$ cat config.mk
export PLATFORM = sky130hd
export DESIGN_NAME = bitmap_block_allocator
export DESIGN_NICKNAME = d
export VERILOG_FILES = /design/src/hw/rtl/bba_pkg.sv /design/src/hw/rtl/bba_bitmap_ram.sv /design/src/hw/rtl/bba_word_scan.sv /design/src/hw/rtl/bitmap_block_allocator.sv
export SDC_FILE = /design/constraint.sdc
export NUM_CORES = 2
export LEC_CHECK = 0
export ABC_AREA = 1
export BUFFER_PORTS_ARGS = -buffer_cell sky130_fd_sc_hd__buf_2
export CAP_MARGIN = 0
export CORE_UTILIZATION = 45
export DETAILED_ROUTE_END_ITERATION = 12
export MAX_ROUTING_LAYER = met4
export PLACE_DENSITY_LB_ADDON = 0.08
export SLEW_MARGIN = 20
export SYNTH_ARGS = -nofsm -noshare
export SYNTH_HDL_FRONTEND = slang
export SYNTH_HIERARCHICAL = 1
export SYNTH_SLANG_ARGS = --single-unit
$ cat constraint.sdc
create_clock -name clk -period 6.6 [get_ports clk]
set_clock_uncertainty 0.1 [all_clocks]
set_input_delay 0.66 -clock clk [delete_from_list [all_inputs] [get_ports clk]]
set_output_delay 0.66 -clock clk [all_outputs]
set_load 0.02 [all_outputs]
$ cat src/hw/rtl/bba_pkg.sv
// ----------------------------------------------------------------------------
// bba_pkg
// Shared widths, codes and parameter defaults of the bitmap block allocator.
// ----------------------------------------------------------------------------
package bba_pkg;

  localparam int DEF_MAX_BLOCKS = 1024;
  localparam int DEF_WORD_BITS  = 32;

  localparam int ID_W       = 10;  // block_id, granted_block, first_data_block
  localparam int CNT_W      = 11;  // block_count
  localparam int STATUS_W   = 2;
  localparam int BASE_W     = 12;  // block number of a word's bit 0, with headroom
  localparam int CFG_IDX_W  = 1;
  localparam int CFG_DATA_W = 11;

  localparam logic [CNT_W-1:0] COUNT_RESET = 11'd1024;

  localparam logic KIND_ALLOC = 1'b0;
  localparam logic KIND_FREE  = 1'b1;

  localparam logic [CFG_IDX_W-1:0] CFG_FIRST_DATA  = 1'b0;
  localparam logic [CFG_IDX_W-1:0] CFG_BLOCK_COUNT = 1'b1;

  localparam logic [STATUS_W-1:0] ST_DONE  = 2'd0;
  localparam logic [STATUS_W-1:0] ST_FULL  = 2'd1;
  localparam logic [STATUS_W-1:0] ST_RANGE = 2'd2;

endpackage

$ cat src/hw/rtl/bba_bitmap_ram.sv
// ----------------------------------------------------------------------------
// bba_bitmap_ram
// One-write, one-read bitmap word store with registered read data.
// ----------------------------------------------------------------------------
module bba_bitmap_ram #(
  parameter int DEPTH = 32,
  parameter int WIDTH = 32,
  parameter int AW    = 5
) (
  input  logic             clk,
  input  logic             we,
  input  logic [AW-1:0]    waddr,
  input  logic [WIDTH-1:0] wdata,
  input  logic [AW-1:0]    raddr,
  output logic [WIDTH-1:0] rdata
);

  logic [WIDTH-1:0] mem [DEPTH];

  always_ff @(posedge clk) begin
    if (we) begin
      mem[waddr] <= wdata;
    end
  end

  always_ff @(posedge clk) begin
    rdata <= mem[raddr];
  end

endmodule

$ cat src/hw/rtl/bba_word_scan.sv
// ----------------------------------------------------------------------------
// bba_word_scan
// Finds the lowest clear bit of one bitmap word whose block number lies in
// the window [lo_bound, hi_bound).
// ----------------------------------------------------------------------------
module bba_word_scan #(
  parameter int WORD_BITS = 32,
  parameter int BIT_W     = 5
) (
  input  logic [WORD_BITS-1:0]     word,
  input  logic [bba_pkg::BASE_W-1:0] base,
  input  logic [bba_pkg::BASE_W-1:0] lo_bound,
  input  logic [bba_pkg::BASE_W-1:0] hi_bound,
  output logic                     found,
  output logic [BIT_W-1:0]         offset
);
  import bba_pkg::*;

  logic [WORD_BITS-1:0] cand;

  always_comb begin
    logic [BASE_W-1:0] blk;
    for (int j = 0; j < WORD_BITS; j++) begin
      blk = base + BASE_W'(j);
      cand[j] = !word[j] && (blk >= lo_bound) && (blk < hi_bound);
    end
  end

  // walk down so the lowest candidate wins
  always_comb begin
    found  = 1'b0;
    offset = '0;
    for (int j = WORD_BITS - 1; j >= 0; j--) begin
      if (cand[j]) begin
        found  = 1'b1;
        offset = BIT_W'(j);
      end
    end
  end

endmodule

$ cat src/hw/rtl/bitmap_block_allocator.sv
// ----------------------------------------------------------------------------
// bitmap_block_allocator
// First-fit block allocator over a bitmap of used blocks.
// ----------------------------------------------------------------------------
// One request is worked at a time. The sequencer reads the bitmap one word
// per cycle through a single scan unit, starting at word 0. A request keeps
// the input side stalled while the words up to its answer's word (the granted
// block's word for an allocate, the block's word for a free) are scanned and
// until its result is taken by the output; an allocate that finds nothing
// scans ceil(limit / WORD_BITS) words, and a free out of range skips the scan.
// After reset the block clears every bitmap word in turn and takes no
// request meanwhile; configuration writes are taken at any time.
// ----------------------------------------------------------------------------
module bitmap_block_allocator #(
  parameter int MAX_BLOCKS = bba_pkg::DEF_MAX_BLOCKS,
  parameter int WORD_BITS  = bba_pkg::DEF_WORD_BITS
) (
  input  logic                            clk,
  input  logic                            rst,
  input  logic                            in_valid,
  output logic                            in_stall,
  input  logic                            kind,
  input  logic [bba_pkg::ID_W-1:0]        block_id,
  output logic                            out_valid,
  input  logic                            out_stall,
  output logic [bba_pkg::ID_W-1:0]        granted_block,
  output logic [bba_pkg::STATUS_W-1:0]    status,
  input  logic                            cfg_valid,
  output logic                            cfg_ready,
  input  logic [bba_pkg::CFG_IDX_W-1:0]   cfg_index,
  input  logic [bba_pkg::CFG_DATA_W-1:0]  cfg_data
);
  import bba_pkg::*;

  localparam int NUM_WORDS = (MAX_BLOCKS + WORD_BITS - 1) / WORD_BITS;
  localparam int WIDX      = (NUM_WORDS > 1) ? $clog2(NUM_WORDS) : 1;
  localparam int BIT_W     = $clog2(WORD_BITS);
  localparam int CAP_INT   = (MAX_BLOCKS < (1 << CNT_W)) ? MAX_BLOCKS : (1 << CNT_W) - 1;
  localparam logic [CNT_W-1:0]  LIM_CAP   = CNT_W'(CAP_INT);
  localparam logic [WIDX-1:0]   LAST_WORD = WIDX'(NUM_WORDS - 1);
  localparam logic [BASE_W-1:0] WORD_STEP = BASE_W'(WORD_BITS);

  localparam logic [1:0] S_CLR  = 2'd0;
  localparam logic [1:0] S_IDLE = 2'd1;
  localparam logic [1:0] S_SCAN = 2'd2;
  localparam logic [1:0] S_DONE = 2'd3;

  logic [1:0]           state;
  logic [ID_W-1:0]      first_data_block;
  logic [CNT_W-1:0]     block_count;
  logic [WIDX-1:0]      chk_idx;
  logic [BASE_W-1:0]    chk_base;
  logic                 kind_q;
  logic [ID_W-1:0]      id_q;
  logic [ID_W-1:0]      res_block;
  logic [STATUS_W-1:0]  res_status;

  logic [CNT_W-1:0]     lim;
  logic [BASE_W-1:0]    lim_ext;
  logic [BASE_W-1:0]    fdb_ext;
  logic [BASE_W-1:0]    id_ext;
  logic [BASE_W-1:0]    grant_full;
  logic [BIT_W-1:0]     free_off;
  logic                 in_accept;
  logic                 out_free;
  logic                 past_lim;
  logic                 free_hit;

  logic                 ram_we;
  logic [WIDX-1:0]      ram_waddr;
  logic [WORD_BITS-1:0] ram_wdata;
  logic [WIDX-1:0]      ram_raddr;
  logic [WORD_BITS-1:0] ram_rdata;
  logic                 scan_found;
  logic [BIT_W-1:0]     scan_off;

  assign lim       = (block_count > LIM_CAP) ? LIM_CAP : block_count;
  assign lim_ext   = {{(BASE_W - CNT_W){1'b0}}, lim};
  assign fdb_ext   = {{(BASE_W - ID_W){1'b0}}, first_data_block};
  assign id_ext    = {{(BASE_W - ID_W){1'b0}}, id_q};
  assign in_stall  = (state != S_IDLE);
  assign in_accept = in_valid && !in_stall;
  assign out_free  = !out_valid || !out_stall;
  assign cfg_ready = 1'b1;

  assign past_lim   = (chk_base >= lim_ext);
  assign free_hit   = (id_ext < chk_base + WORD_STEP);
  assign grant_full = chk_base + {{(BASE_W - BIT_W){1'b0}}, scan_off};
  assign free_off   = BIT_W'(id_ext - chk_base);

  // read one word ahead while a scan runs; word 0 otherwise
  assign ram_raddr = (state == S_SCAN) ? chk_idx + 1'b1 : '0;

  always_comb begin
    ram_we    = 1'b0;
    ram_waddr = chk_idx;
    ram_wdata = '0;
    if (state == S_CLR) begin
      ram_we = 1'b1;
    end else if (state == S_SCAN && !past_lim) begin
      if (kind_q == KIND_ALLOC && scan_found) begin
        ram_we    = 1'b1;
        ram_wdata = ram_rdata | (WORD_BITS'(1) << scan_off);
      end else if (kind_q == KIND_FREE && free_hit) begin
        ram_we    = 1'b1;
        ram_wdata = ram_rdata & ~(WORD_BITS'(1) << free_off);
      end
    end
  end

  bba_bitmap_ram #(
    .DEPTH (NUM_WORDS),
    .WIDTH (WORD_BITS),
    .AW    (WIDX)
  ) u_ram (
    .clk   (clk),
    .we    (ram_we),
    .waddr (ram_waddr),
    .wdata (ram_wdata),
    .raddr (ram_raddr),
    .rdata (ram_rdata)
  );

  bba_word_scan #(
    .WORD_BITS (WORD_BITS),
    .BIT_W     (BIT_W)
  ) u_scan (
    .word     (ram_rdata),
    .base     (chk_base),
    .lo_bound (fdb_ext),
    .hi_bound (lim_ext),
    .found    (scan_found),
    .offset   (scan_off)
  );

  always_ff @(posedge clk) begin
    if (rst) begin
      first_data_block <= '0;
      block_count      <= COUNT_RESET;
    end else if (cfg_valid && cfg_ready) begin
      case (cfg_index)
        CFG_FIRST_DATA:  first_data_block <= cfg_data[ID_W-1:0];
        CFG_BLOCK_COUNT: block_count      <= cfg_data;
        default: begin
        end
      endcase
    end
  end

  always_ff @(posedge clk) begin
    if (rst) begin
      state     <= S_CLR;
      chk_idx   <= '0;
      chk_base  <= '0;
      out_valid <= 1'b0;
    end else begin
      if (state == S_DONE && out_free) begin
        out_valid <= 1'b1;
      end else if (out_valid && !out_stall) begin
        out_valid <= 1'b0;
      end
      case (state)
        S_CLR: begin
          chk_idx <= chk_idx + 1'b1;
          if (chk_idx == LAST_WORD) begin
            state <= S_IDLE;
          end
        end
        S_IDLE: begin
          if (in_accept) begin
            kind_q   <= kind;
            id_q     <= block_id;
            chk_idx  <= '0;
            chk_base <= '0;
            if (kind == KIND_FREE && {1'b0, block_id} >= lim) begin
              res_block  <= '0;
              res_status <= ST_RANGE;
              state      <= S_DONE;
            end else begin
              state <= S_SCAN;
            end
          end
        end
        S_SCAN: begin
          if (past_lim) begin
            res_block  <= '0;
            res_status <= ST_FULL;
            state      <= S_DONE;
          end else if (kind_q == KIND_ALLOC && scan_found) begin
            res_block  <= grant_full[ID_W-1:0];
            res_status <= ST_DONE;
            state      <= S_DONE;
          end else if (kind_q == KIND_FREE && free_hit) begin
            res_block  <= '0;
            res_status <= ST_DONE;
            state      <= S_DONE;
          end else begin
            chk_idx  <= chk_idx + 1'b1;
            chk_base <= chk_base + WORD_STEP;
          end
        end
        S_DONE: begin
          if (out_free) begin
            granted_block <= res_block;
            status        <= res_status;
            state         <= S_IDLE;
          end
        end
        default: state <= S_IDLE;
      endcase
    end
  end

  // the bitmap is cleared after every reset
  a_clear_after_reset: assert property (@(posedge clk) $fell(rst) |-> state == S_CLR)
    else $error("allocator left reset without clearing the bitmap");

  a_accept_starts_work: assert property (@(posedge clk) disable iff (rst)
    in_accept |=> (state == S_SCAN || state == S_DONE))
    else $error("accepted request did not start a scan or a result");

  a_grant_in_window: assert property (@(posedge clk) disable iff (rst)
    (state == S_SCAN && !past_lim && kind_q == KIND_ALLOC && scan_found)
      |-> (grant_full >= fdb_ext && grant_full < lim_ext))
    else $error("granted block outside the allocation window");

  a_zero_on_non_grant: assert property (@(posedge clk) disable iff (rst)
    (out_valid && status != ST_DONE) |-> granted_block == '0)
    else $error("nonzero block reported with a failing status");

endmodule
* Word level (Yosys, flattened, before mapping)
Memory sizes are Yosys's and may differ from the RTL's. A register that Yosys moved wholly into a read port is not among the register bits. Index checks and enable logic that the tools add are counted.
Word-level totals: register bits after elaboration 76, input port bits 28, ROM bits 0, latch bits 0, word-level logic and storage cells 365, RAM bits 1024, output and inout bits 15, memories 1
Operators by class: $lt $le $gt $ge 68, mux-type cells 108, $add $sub $neg 35, shift-type cells 2, multipliers 0, bitwise gates (word level) 6, reductions and logical operators 120, eq/ne operators 13, div/mod/pow operators 0
Memory list:
- u_ram.mem | depth 32, bits a word 32, rd ports 1, clocked after memory_dff 1, write ports 1, line bba_bitmap_ram.sv:18 | logic [WIDTH-1:0] mem [DEPTH];
Operators by type and width (number):
- 12-bit by 10-bit >= comparator with 1-bit output | 32
- 12-bit by 11-bit < comparator with 1-bit output | 32
- 12-bit by 5-bit adder with 12-bit output, second input constant | 16
- 5-bit 2-to-1 mux | 37
- 32-bit 2-to-1 mux | 4
- 12-bit by 4-bit adder with 12-bit output, second input constant | 8
- 1-bit logical AND | 71
- 1-bit by 5-bit left shift with 32-bit output, first input constant | 2
- 10-bit 2-to-1 mux | 5
- 12-bit by 3-bit adder with 12-bit output, second input constant | 4
- 12-bit 2-to-1 mux | 4
- 1-bit 2-to-1 mux | 41
- 1-bit logical NOT | 36
- 32-bit bitwise AND | 1
- 32-bit NOT | 1
- 32-bit OR | 1
- 12-bit by 2-bit adder with 12-bit output, second input constant | 2
- 12-bit one-hot mux with 2 select lines | 1
- 2-bit 2-to-1 mux | 11
- 10-bit one-hot mux with 2 select lines | 1
- 5-bit one-hot mux with 3 select lines | 1
- 5-bit AND reduction | 3
- 12-bit by 1-bit adder with 12-bit output, second input constant | 1
- 12-bit by 6-bit adder with 12-bit output, second input constant | 1
- other kinds (24) | 36

* Longest topological paths before layout
word-level depth 42, gate-level depth with buffers 53, mapped depth without buffers 53

* Hierarchy
Netlist, hierarchy kept.
Modules (own cells, without submodules):
- bba_bitmap_ram | area an instance 42405.7 um^2, times used 1, cells an instance 3536, sequential area each 31390.1 um^2
- bba_word_scan | area an instance 16433.3 um^2, times used 1, cells an instance 2386, sequential area each 0.0 um^2
- bitmap_block_allocator | area an instance 4453.0 um^2, times used 1, cells an instance 574, sequential area each 1771.7 um^2

* Worst setup path before layout
OpenSTA, ideal clock, no wires.
path kind reg2reg, start point register chk_base[6], end point memory u_ram.mem[0][23] (data pin), library setup time 0.467 ns, cell stages (with the launch flop) 49, path slack 0.065 ns, data arrival time 5.967 ns, period minus slack after synthesis 6.535 ns, required time 6.033 ns, buffers on the path 3, cell sequence dfxtp_1 > clkbuf_1 > clkbuf_1 > buf_1 > xor2_1 > ha_1 > nand2_1 > inv_1 > nand2_1 > nand2_1 > a21oi_1 > nand2_1 > nor2_1 > nand2_1 > nand2_1 > nand2_1 > nand2_1 > nand2_1 > [13 not listed] > nand2_1 > nand2_1 > nand2_1 > nand2_1 > nand2_1 > nand2_1 > nand2_1 > nand2_1 > nand2_1 > nand2_1 > nand2_1 > a21oi_2 > inv_1 > nor3_1 > nand2_1 > nor2_1 > nor2_1 > a211oi_1
Between the ends: longest elaborated chain between the ends 41, elaborated cells between the ends (all ways) 236, classes of those cells add/sub: 32; order compare: 66; shift: 1; mux: 68; bitwise: 1; reduce/logical: 68
RTL lines:
- from (decl) | line bitmap_block_allocator.sv:52 | logic [BASE_W-1:0] chk_base;
- from (signal assigned) | line bitmap_block_allocator.sv:199 | chk_base <= chk_base + WORD_STEP;
- 12-bit by 5-bit adder with 12-bit output | line bba_word_scan.sv:24 | blk = base + BASE_W'(j);
- 12-bit by 10-bit >= comparator with 1-bit output | line bba_word_scan.sv:25 | cand[j] = !word[j] && (blk >= lo_bound) && (blk < hi_bound);
- 1-bit logical AND (2 in series) | line bba_word_scan.sv:25
- 5-bit 2-to-1 mux (32 in series) | line bba_word_scan.sv:34 | if (cand[j]) begin
- 1-bit by 5-bit left shift with 32-bit output | line bitmap_block_allocator.sv:103 | ram_wdata = ram_rdata | (WORD_BITS'(1) << scan_off);
- 32-bit OR | line bitmap_block_allocator.sv:103
- 32-bit 2-to-1 mux | line bitmap_block_allocator.sv:101 | if (kind_q == KIND_ALLOC && scan_found) begin
- 32-bit 2-to-1 mux (*) | line bitmap_block_allocator.sv:100 | end else if (state == S_SCAN && !past_lim) begin
- 32-bit 2-to-1 mux (*) | line bitmap_block_allocator.sv:98 | if (state == S_CLR) begin
- via ram_wdata[23] | line bitmap_block_allocator.sv:71 | logic [WORD_BITS-1:0] ram_wdata;
- to (decl) | line bba_bitmap_ram.sv:18
The timed path passes the listed nets; every way through them passes the cells marked *.

* Final worst setup path
start point register block_count[0], end point memory u_ram.mem[27][14], enable pin
Between the ends: longest elaborated chain between the ends 42, elaborated cells between the ends (all ways) 107, classes of those cells order compare: 34; mux: 38; reduce/logical: 35
RTL lines:
- from (decl) | line bitmap_block_allocator.sv:50 | logic [CNT_W-1:0] block_count;
- from (signal assigned) | line bitmap_block_allocator.sv:143 | CFG_BLOCK_COUNT: block_count <= cfg_data;
- 11-bit greater-than comparator (*) | line bitmap_block_allocator.sv:77 | assign lim = (block_count > LIM_CAP) ? LIM_CAP : block_count;
- 11-bit 2-to-1 mux (*) | line bitmap_block_allocator.sv:77
- via lim[1] | line bitmap_block_allocator.sv:58 | logic [CNT_W-1:0] lim;
- 12-bit by 11-bit < comparator with 1-bit output | line bba_word_scan.sv:25
- 1-bit logical AND | line bba_word_scan.sv:25
- 1-bit 2-to-1 mux (31 in series) | line bba_word_scan.sv:34
- 1-bit 2-to-1 mux (*) | line bba_word_scan.sv:34
- via scan_found | line bitmap_block_allocator.sv:74 | logic scan_found;
- 1-bit logical AND (*) | line bitmap_block_allocator.sv:101
- 1-bit 2-to-1 mux (*) | line bitmap_block_allocator.sv:101
- 1-bit 2-to-1 mux (*) | line bitmap_block_allocator.sv:100
- 1-bit 2-to-1 mux (*) | line bitmap_block_allocator.sv:98
- via ram_we | line bitmap_block_allocator.sv:69 | logic ram_we;
- 1-bit 2-to-1 mux (*) | line bba_bitmap_ram.sv:21 | if (we) begin
- 1-bit 2-to-1 mux (not written as such) (*) | line bba_bitmap_ram.sv:22 | mem[waddr] <= wdata;
Marks and branches as above.

==> summary.txt <==
Power
  – VDD IR max: 0.283 mV
  – Pleak: 29.7 nW
  – Power Density: 324 mW/mm2
  – Total Power: 23.0 mW

Setup path
  – Crit-path max cell delay: 0.43 ns
  – Crit path top cell by count: inv_1
  – Critical path fanouts, max: 8
  – CP arrival: 6.59 ns
  – Req. time, crit path: 6.92 ns
  – CP endpoint kind: register
  – CP Class: reg -> reg
  – Type of origin of the critical path: register
  – Crit-path slowest cell: nor2_4

Routing
  – Wire length per cell after detailed routing: 26.4 um
  – First-pass DRT Iterations: 7
  – Via density: 5.72
  – Via Count: 49200
  – Routed wire length: 228 mm
  – Initial DRC Count: 4604
  – Final antenna-violating net count: 0
  – DRC viols: 0

Logic synthesis
  – Top FF cell, synth: edfxtp_1
  – Synth Cell Area: 0.0633 mm2
  – Async SR Flop Fraction: 0%
  – Number of synthesized flops with an enable pin: 1059
  – Syn Inst Count: 6496
  – Sequential fraction of the synthesis area: 52.4%
  – Yosys warns: 6
  – #FFs+latches synth: 1127
  – Netlist cell types: 59
  – Avg Inst Size Synth: 9.74 um2

Clock tree
  – CTS Sinks: 1127
  – TritonCTS buffer count: 119
  – H-Tree Depth: 3
  – CTS tree: yes
  – Clock latency on the worst-skew pair: 0.77 ns
  – CTS Root Cell: clkbuf_16
  – CTS Buffer Depth: 3
  – Clock transition at path regs: 0.06 ns

Floorplanning
  – CORE AREA: 0.140 mm2
  – Die area: 0.142 mm2
  – DIE WIDTH: 377 um
  – Starting density of the core: 45.4%
  – Die Y: 377 um
  – FP Rows: 137
  – Ports: 43

STA
  – Hold Vio Cnt, Final: 0
  – Period minus WS final: 6.27 ns
  – RSZ-0062 raised after global routing: false
  – Final WS setup: 0.331 ns
  – Slew @ Worst Pin: 1.09 ns
  – Slew HR: 26.7%
  – Setup violators final: 0
  – Hold Slack: 0.0477 ns
  – Slew Limit Fails: 0
  – Fmax: 0.160 GHz
  – Setup_tns: 0 ns
  – Part of the cycle the worst path needs: 95.0%

GRT
  – Met2 usage: 51.0%
  – Grt peak-use layer: met2
  – Pin count of the biggest net entering global routing: 160
  – Total grt overflow: 0
  – Vias in the first global route: 46000
  – Grt met1 use: 44.5%
  – Met3 usage: 3.54%
  – Total GRT Usage: 32.7%
  – First-pass GRT wire length: 327 mm
  – Initial antenna violation count: 4

Placed design
  – DP Wirelength: 144 mm
  – Post-DP Area: 0.0671 mm2
  – Dpl ws: 0.258 ns
  – IO Port Bufs: 41
  – Final GP Congestion: 1.01

Final layout
  – FILL cells: 12800
  – Share of cells above drive strength 1: 8.18%
  – Multi-input gate area: 0.0278 mm2
  – Design Area, Final: 0.0711 mm2
  – Seq. cell area: 0.0332 mm2
  – Most frequent cells in the layout: 1975 x nand2_1, 1059 x edfxtp_1, 859 x nand3_1
  – Nets: 7268
  – Commonest non-fill, non-tap cell in the layout: nand2_1
  – Area growth, synth to finish: 12.3%

Min path
  – Type of the worst min-delay path: in -> reg

Status
  – Outcome: completed

Job
  – Max cap viols: 0
[state kept, by name (all words and copies together), names as in the netlist]
name,cells
u_ram/mem,1024
u_ram/rdata,32
block_count,11
first_data_block,10
granted_block,10
id_q,10
res_block,10
chk_base,7
chk_idx,5
res_status,2
state,2
status,2
kind_q,1
out_valid,1
[report_power, final]
group	switching [mW]	internal, mW
clock	2.90	3.75
sequential	0.458	8.44
combinational	5.18	2.27
[per-layer routing]
metal | up-vias | wire, um
li1 | 22900 | -
met1 | 24000 | 99700
met2 | 1927 | 104000
met3 | 377 | 15000
met4 | 0 | 8510
met5 | - | 0
[kinds of logic (layout without fill, tap and decap cells)]
kind of cell / count (synthesis) / in the layout / synth area share [%]
AND/OR/NAND/NOR: 3334 / 3334 / 22.1
XOR/XNOR: 193 / 193 / 2.67
buffers and inverters: 577 / 766 / 4.65
AO/OA/AOI/OAI: 643 / 643 / 5.90
adder cells (fa/ha/maj): 619 / 619 / 12.2
other: 2 / 44 / 0.0119
multiplexers: 1 / 1 / 0.0158
flip-flops: 1127 / 1127 / 52.4
[critical path: cells and delay by family (launching register included)]
family / cells / cell delay (ns)
AOI/OAI and AO/OA: 10 / 1.92
buffers and inverters: 8 / 1.03
DFF: 1 / 0.31
adders and majority gates: 1 / 0.32
and+or+nand+nor: 15 / 2.29
[stage by stage]
stage,cells,utilization (%)
CTS,8601,50.9
global route,8603,50.9
global placement,8373,48.1
floorplan,6537,-
detailed placement,8373,48.1
finish,8603,50.9
[synthesized netlist by cell type (9+ instances only)]
cell	count	share of area, %
o211ai_1	12	0.14
nor4_1	11	0.11
o22ai_1	12	0.12
a31oi_1	29	0.29
nand2_1	1975	12
clkinv_1	9	0.053
a211oi_1	23	0.27
inv_2	16	0.095
a21o_1	31	0.37
o21a_1	13	0.15
xor2_1	189	2.6
buf_6	70	1.2
buf_2	86	0.68
dfxtp_1	68	2.2
buf_1	29	0.17
inv_1	269	1.6
o2111ai_1	14	0.19
o21bai_1	14	0.17
clkbuf_1	67	0.40
nor3_1	41	0.32
o21ai_1	31	0.25
buf_4	26	0.31
a21oi_1	315	2.5
ha_1	619	12
nand4_1	57	0.56
o21ai_0	100	0.79
edfxtp_1	1059	50
nand3_1	860	6.8
o221ai_1	22	0.30
nor2_1	352	2.1
[repair_timing]
action                                  CTS  global route
hold buffers                              2             0
endpoints found under the setup margin    0           801
hold endpoints to repair                  2             0
setup buffers                             0             1
resized for setup                         0            12
[worst paths after layout]
kind	slack, ns	start	to	cells after the start
max	0.33	block_count[0]$_SDFFE_PP0P_	u_ram/mem[27][14]$_DFFE_PP_	34
min	0.05	kind	kind_q$_DFFE_PP_	1
max reg2reg	0.33	block_count[0]$_SDFFE_PP0P_	u_ram/mem[27][14]$_DFFE_PP_	34
min reg2reg	0.32	res_block[5]$_SDFFCE_PP0P_	granted_block[5]$_DFFE_PP_	0
[layout make-up]
cell class / count / area share [%]
diodes: 1 / 0.00352
well taps: 1876 / 3.30
multi-input cells: 4833 / 39.2
clock inverters: 74 / 0.988
clock buffers: 152 / 4.49
flip-flops and latches: 1127 / 46.7
inverters: 296 / 1.62
repair buffers: 244 / 3.74
(Power assumes the default switching activity.)
